## src/design/rgss_pkg.sv

```systemverilog
// ----------------------------------------------------------------------------
// rgss_pkg: shared definitions for the grid ray setup block
// Fixed-point widths, polynomial coefficients, CSR indices, divider cell and sign types.
// ----------------------------------------------------------------------------
package rgss_pkg;

   localparam int MAP_BITS      = 8;
   localparam int POS_FRAC_BITS = 16;
   localparam int ANGLE_BITS    = 16;
   localparam int DIR_FRAC_BITS = 14;

   // Divisor is a direction magnitude up to 1.0 in Q1.14.
   localparam int DIV_W   = DIR_FRAC_BITS + 1;
   // Quotient of 2^(16+D) by a magnitude of at least one.
   localparam int QUO_W   = 16 + DIR_FRAC_BITS + 1;
   localparam int DIV_STEPS = QUO_W;

   localparam logic [30:0] Q30_ONE = 31'h4000_0000;

   localparam logic [30:0] SIN_C0 = 31'd1686629713;
   localparam logic [30:0] SIN_C1 = 31'd693598668;
   localparam logic [30:0] SIN_C2 = 31'd85569306;
   localparam logic [30:0] SIN_C3 = 31'd5026995;
   localparam logic [30:0] SIN_C4 = 31'd172272;

   // Magnitudes below 0.00001 in Q30 are forced to zero.
   localparam logic [31:0] SIN_ZERO_LIMIT = 32'd10738;
   localparam logic [DIV_W-1:0] DIR_ONE = DIV_W'(1 << DIR_FRAC_BITS);

   // Sine pipeline depth in registers.
   localparam int SINE_LAT = 7;

   typedef enum logic [1:0] {
      CSR_POS_X   = 2'd0,
      CSR_POS_Y   = 2'd1,
      CSR_HEADING = 2'd2
   } csr_index_type;

   typedef struct packed {
      logic [DIV_W-1:0] divisor;
      logic [DIV_W-1:0] rem;
      logic [QUO_W-1:0] quo;
   } div_cell_type;

   typedef struct packed {
      logic cneg;
      logic sneg;
   } sign_type;

endpackage

```

## src/design/rgss_div_cell.sv

```systemverilog
// ----------------------------------------------------------------------------
// rgss_div_cell: one restoring division step
// Shifts in one dividend bit, subtracts the divisor when it fits.
// ----------------------------------------------------------------------------
module rgss_div_cell (
   input  logic                   clock,
   input  logic                   dividend_bit,
   input  rgss_pkg::div_cell_type cell_in,
   output rgss_pkg::div_cell_type cell_out
);

   rgss_pkg::div_cell_type cell_ff;
   rgss_pkg::div_cell_type cell_in_next;
   logic [rgss_pkg::DIV_W:0] trial;
   logic fits;

   always_comb begin
      trial = {cell_in.rem, dividend_bit};
      fits  = trial >= {1'b0, cell_in.divisor};
      cell_in_next.divisor = cell_in.divisor;
      if (fits) begin
         cell_in_next.rem = rgss_pkg::DIV_W'(trial - {1'b0, cell_in.divisor});
      end else begin
         cell_in_next.rem = trial[rgss_pkg::DIV_W-1:0];
      end
      cell_in_next.quo = {cell_in.quo[rgss_pkg::QUO_W-2:0], fits};
   end

   always_ff @(posedge clock) begin
      cell_ff <= cell_in_next;
   end

   assign cell_out = cell_ff;

endmodule

```

## src/design/rgss_divider.sv

```systemverilog
// ----------------------------------------------------------------------------
// rgss_divider: row of division cells
// Divides 2^(16+D) by the divisor, one quotient bit per cell and cycle.
// ----------------------------------------------------------------------------
module rgss_divider (
   input  logic                        clock,
   input  logic [rgss_pkg::DIV_W-1:0]  divisor,
   output logic [rgss_pkg::DIV_W-1:0]  divisor_out,
   output logic [rgss_pkg::QUO_W-1:0]  quotient
);

   rgss_pkg::div_cell_type chain [0:rgss_pkg::DIV_STEPS];

   assign chain[0].divisor = divisor;
   assign chain[0].rem     = '0;
   assign chain[0].quo     = '0;

   // The dividend is a single one at its top bit.
   for (genvar k = 0; k < rgss_pkg::DIV_STEPS; k++) begin : g_cell
      rgss_div_cell u_cell (
         .clock        (clock),
         .dividend_bit (k == 0),
         .cell_in      (chain[k]),
         .cell_out     (chain[k+1])
      );
   end

   assign divisor_out = chain[rgss_pkg::DIV_STEPS].divisor;
   assign quotient    = chain[rgss_pkg::DIV_STEPS].quo;

endmodule

```

## config.mk

```make
export PLATFORM = sky130hd
export DESIGN_NAME = rgss_divider
export DESIGN_NICKNAME = d
export VERILOG_FILES = /design/src/design/rgss_pkg.sv /design/src/design/rgss_div_cell.sv /design/src/design/rgss_divider.sv
export SDC_FILE = /design/constraint.sdc
export NUM_CORES = 2
export LEC_CHECK = 0
export BUFFER_PORTS_ARGS = -buffer_cell sky130_fd_sc_hd__buf_2
export CORE_MARGIN = 1
export CORE_UTILIZATION = 39
export DETAILED_ROUTE_END_ITERATION = 10
export SLEW_MARGIN = 0
export SYNTH_ARGS = -nofsm -noshare
export SYNTH_HDL_FRONTEND = slang
export SYNTH_SLANG_ARGS = --single-unit
```

## constraint.sdc

```tcl
create_clock -name clock -period 7.5 [get_ports clock]
set_input_delay 0.375 -clock clock [delete_from_list [all_inputs] [get_ports clock]]
set_output_delay 0.375 -clock clock [all_outputs]
set_load 0.005 [all_outputs]
```

==> results.toml <==
[synth]
synthArstFlopShare = 0
synth_xor_area_frac = 0.04863
synth_top_family_by_area = "compound AO/OA/AOI/OAI gates"
synth_adder_area_share = 0.1123
synthFlopType = "dfxtp_1"
yosysWarnings = 0
syn_inst = 5299
postSynthAreaPerCell_sq_um = 10.43
synth_edf_count = 0
synth_compound_area_frac = 0.1511
synth_simple_gate_area_frac = 0.07827
ys_seq_elements = 1411
synth.area.mux_share = 0.04858
ys_seq_area_frac = 0.5109
yosysUniqueCellTypes = 93
synth.cell_area_sq_um = 55290

[setup_path]
cp_data_required_time_ns = 8.13
ff2ff_path_depth = 9
worstPathMaxFanout = 13
reg2reg_slack_ns = 4.11
criticalPathCategory = "reg2reg"
path_delay_family = "compound AO/OA/AOI/OAI gates"
slowest_delay_ns = 0.70
arrival_ns = 4.02
crit_slowest_cell = "o41ai_4"
critPathCaptureType = "flip-flop"
critPathBufInv = 2
crit_chain = "inv_1 -> fa_1 -> a21o_1 -> a21o_1 -> a211oi_1 -> o211ai_1 -> o41ai_4 -> buf_4 -> mux2_2"
cpMostUsedCell = "a21o_1"
r2r-end = "g_cell[23].u_cell.cell_out[34]"
timing.rr.start = "g_cell[22].u_cell.cell_out[46]"
cp-start-kind = "flip-flop"

[timing]
worst_pin_slew_ns = 0.9735
fmaxAchievable_mhz = 295.0
slew_violations = 0
slew_headroom = 0.3509
fin_crit_sh = 0.4520
fin_setup_tns_ns = 0
min_period_ns = 3.390
setup_violations = 0
finalHoldViolCount = 0
skew_ns = 0.04050
holdWs_ns = 0.2489
rsz0062_at_grt = "false"

[power_and_ir_drop]
powerDensity_nw_per_um2 = 502.8
vdd_drop_max_mv = 0.2434
power.leakage_uw = 0.02829

[run_status]
status = "complete, no violations"

[layout]
areaGrowthSynthToFinish_pct = 13.45
nets = 5926
mostFrequentLayoutCells = "dfxtp_1 (1411), inv_1 (558), ha_1 (450), a21oi_1 (367), nor2_1 (320)"
drive_above_1_share = 0.1091
layout_commonest_cell = "dfxtp_1"
largest_register_ffs = 1411

[clock_tree]
cts_root_buffer = "clkbuf_16"
cts_setup_buffers = 0
clock-sinks = 1411
cts_tree = "yes"
cts_buffers = 147
clockBufferDepth = 3
clk_pin_slew_worst_paths_ns = 0.06
htree_levels = 4
insertion_delay_ns = 0.77

[hold_path]
min_from = "divisor[3]"
holdPathStages = 2
holdPathEnd = "g_cell[0].u_cell.cell_out[49]"
hp-class = "in2reg"

[detailed_routing]
postRouteAntennaNets = 0
dr.first_iter.drc_count = 1849
routedWlPerCell_microns = 14.54
routed_wirelength_microns = 107900
firstDrtPassIters = 7
viasPerCell = 4.835
drc = 0
via_count = 35890

[floorplanning]
initial_utilization = 0.3948
die_w_microns = 378.5
core_region_area_sq_um = 140000
io_pins = 62
row_count = 137
dieArea_sq_um = 143300
fp.dieH_microns = 378.5

[global_routing]
grt_pass1_vias = 35310
grt_start_max_net_pins = 28
use_met2 = 0.2529
antenna_found_initial = 1
grt.met1_usage = 0.1937
grt_pass1_wl_microns = 177400
top_usage_layer = "met2"
grt_overflow = 0
grtUsageTotal = 0.1513
grt_use_met3 = 0.02802

[run]
maxCapViolCount = 0

[placement]
io_buffer_count = 61
gp_congestion = 0.8759
hpwl_microns = 80980
-- worst max path at each step --
stage	from	to	slack, ns	cells after the start
2_1_floorplan	g_cell[13].u_cell.cell_out[46]	g_cell[14].u_cell.cell_out[37]	4.65	11
3_3_place_gp	g_cell[13].u_cell.cell_out[46]	g_cell[14].u_cell.cell_out[32]	4.20	9
3_5_place_dp	g_cell[13].u_cell.cell_out[46]	g_cell[14].u_cell.cell_out[37]	4.09	9
4_1_cts	g_cell[22].u_cell.cell_out[46]	g_cell[23].u_cell.cell_out[34]	4.06	9
5_1_grt	g_cell[13].u_cell.cell_out[46]	g_cell[14].u_cell.cell_out[33]	3.79	9
6_report	g_cell[22].u_cell.cell_out[46]	g_cell[23].u_cell.cell_out[34]	4.11	9
-- metal layers --
layer,vias to the layer above,part of all wire,routed length [microns]
met5,-,0,0
met4,0,0.028,2975
met3,201,0.039,4227
met2,557,0.46,49940
met1,16630,0.47,50790
li1,18500,-,-
-- synth_stat cells (all sizes together), types with 37 or more instances --
| cell | count | area share |
|---|---|---|
| a21oi | 369 | 0.034 |
| buf | 83 | 0.010 |
| nor3 | 45 | 0.0041 |
| nand4 | 48 | 0.0054 |
| dfxtp | 1411 | 0.51 |
| o21a | 98 | 0.013 |
| ha | 450 | 0.10 |
| o21ai | 239 | 0.022 |
| mux2 | 222 | 0.046 |
| nand2 | 239 | 0.016 |
| nand2b | 38 | 0.0043 |
| nor2 | 320 | 0.022 |
| a21o | 158 | 0.021 |
| nand3 | 50 | 0.0045 |
| a211oi | 55 | 0.0076 |
| xor2 | 126 | 0.020 |
| inv | 559 | 0.038 |
| nor2b | 61 | 0.0069 |
| o21bai | 37 | 0.0052 |
| xnor2 | 181 | 0.029 |
| a31oi | 37 | 0.0045 |
-- per-stage QoR --
step | power, uW | util | cells | instance area (sq um) | worst slack (ns)
2_1_floorplan | 21350 | - | 5304 | 55310 | 4.651
3_3_place_gp | 23910 | 0.4104 | 7143 | 57480 | 4.202
3_5_place_dp | 24080 | 0.4104 | 7143 | 57480 | 4.091
4_1_cts | 31830 | 0.4479 | 7422 | 62730 | 4.065
5_1_grt | 33940 | 0.4479 | 7422 | 62730 | 3.789
6_report | 31540 | 0.4479 | 7423 | 62730 | 4.110
-- timing repair --
item	CTS	global route
hold buffers	15	0
hold endpoints to repair	24	0
resized for setup	0	0
-- layout make-up --
| cell class | count | area, sq um |
|---|---|---|
| diodes | 1 | 2.502 |
| clock buffers | 190 | 4103 |
| clock inverters | 74 | 1001 |
| fillers | 13090 | 77310 |
| inverters | 559 | 2098 |
| multi-input cells | 3222 | 24370 |
| flip-flops and latches | 1411 | 28250 |
| well taps | 1876 | 2347 |
| repair buffers | 90 | 560.5 |
-- logic make-up (layout without fill, tap and decap cells) --
logic type	after synthesis	after routing
xor+xnor	307	307
simple gates	921	921
buf+inv	671	913
flops	1411	1411
mux	238	238
fa+ha+maj	479	479
other cells	1	7
compound gates	1271	1271
-- power by group --
group          switching, uW  leakage (uW)  internal [uW]
logic                   6680        0.0139           5970
registers               1240        0.0119          10100
clock network           3050       0.00248           4470
total                  11000        0.0283          20600
-- worst reg2reg max path, stage by stage (launching register included) --
cell and delay (ns):
dfxtp_1 0.35, inv_1 0.09, fa_1 0.43, a21o_1 0.20, a21o_1 0.21, a211oi_1 0.35
o211ai_1 0.25, o41ai_4 0.70, buf_4 0.31, mux2_2 0.35
(Power assumes the default switching activity.)
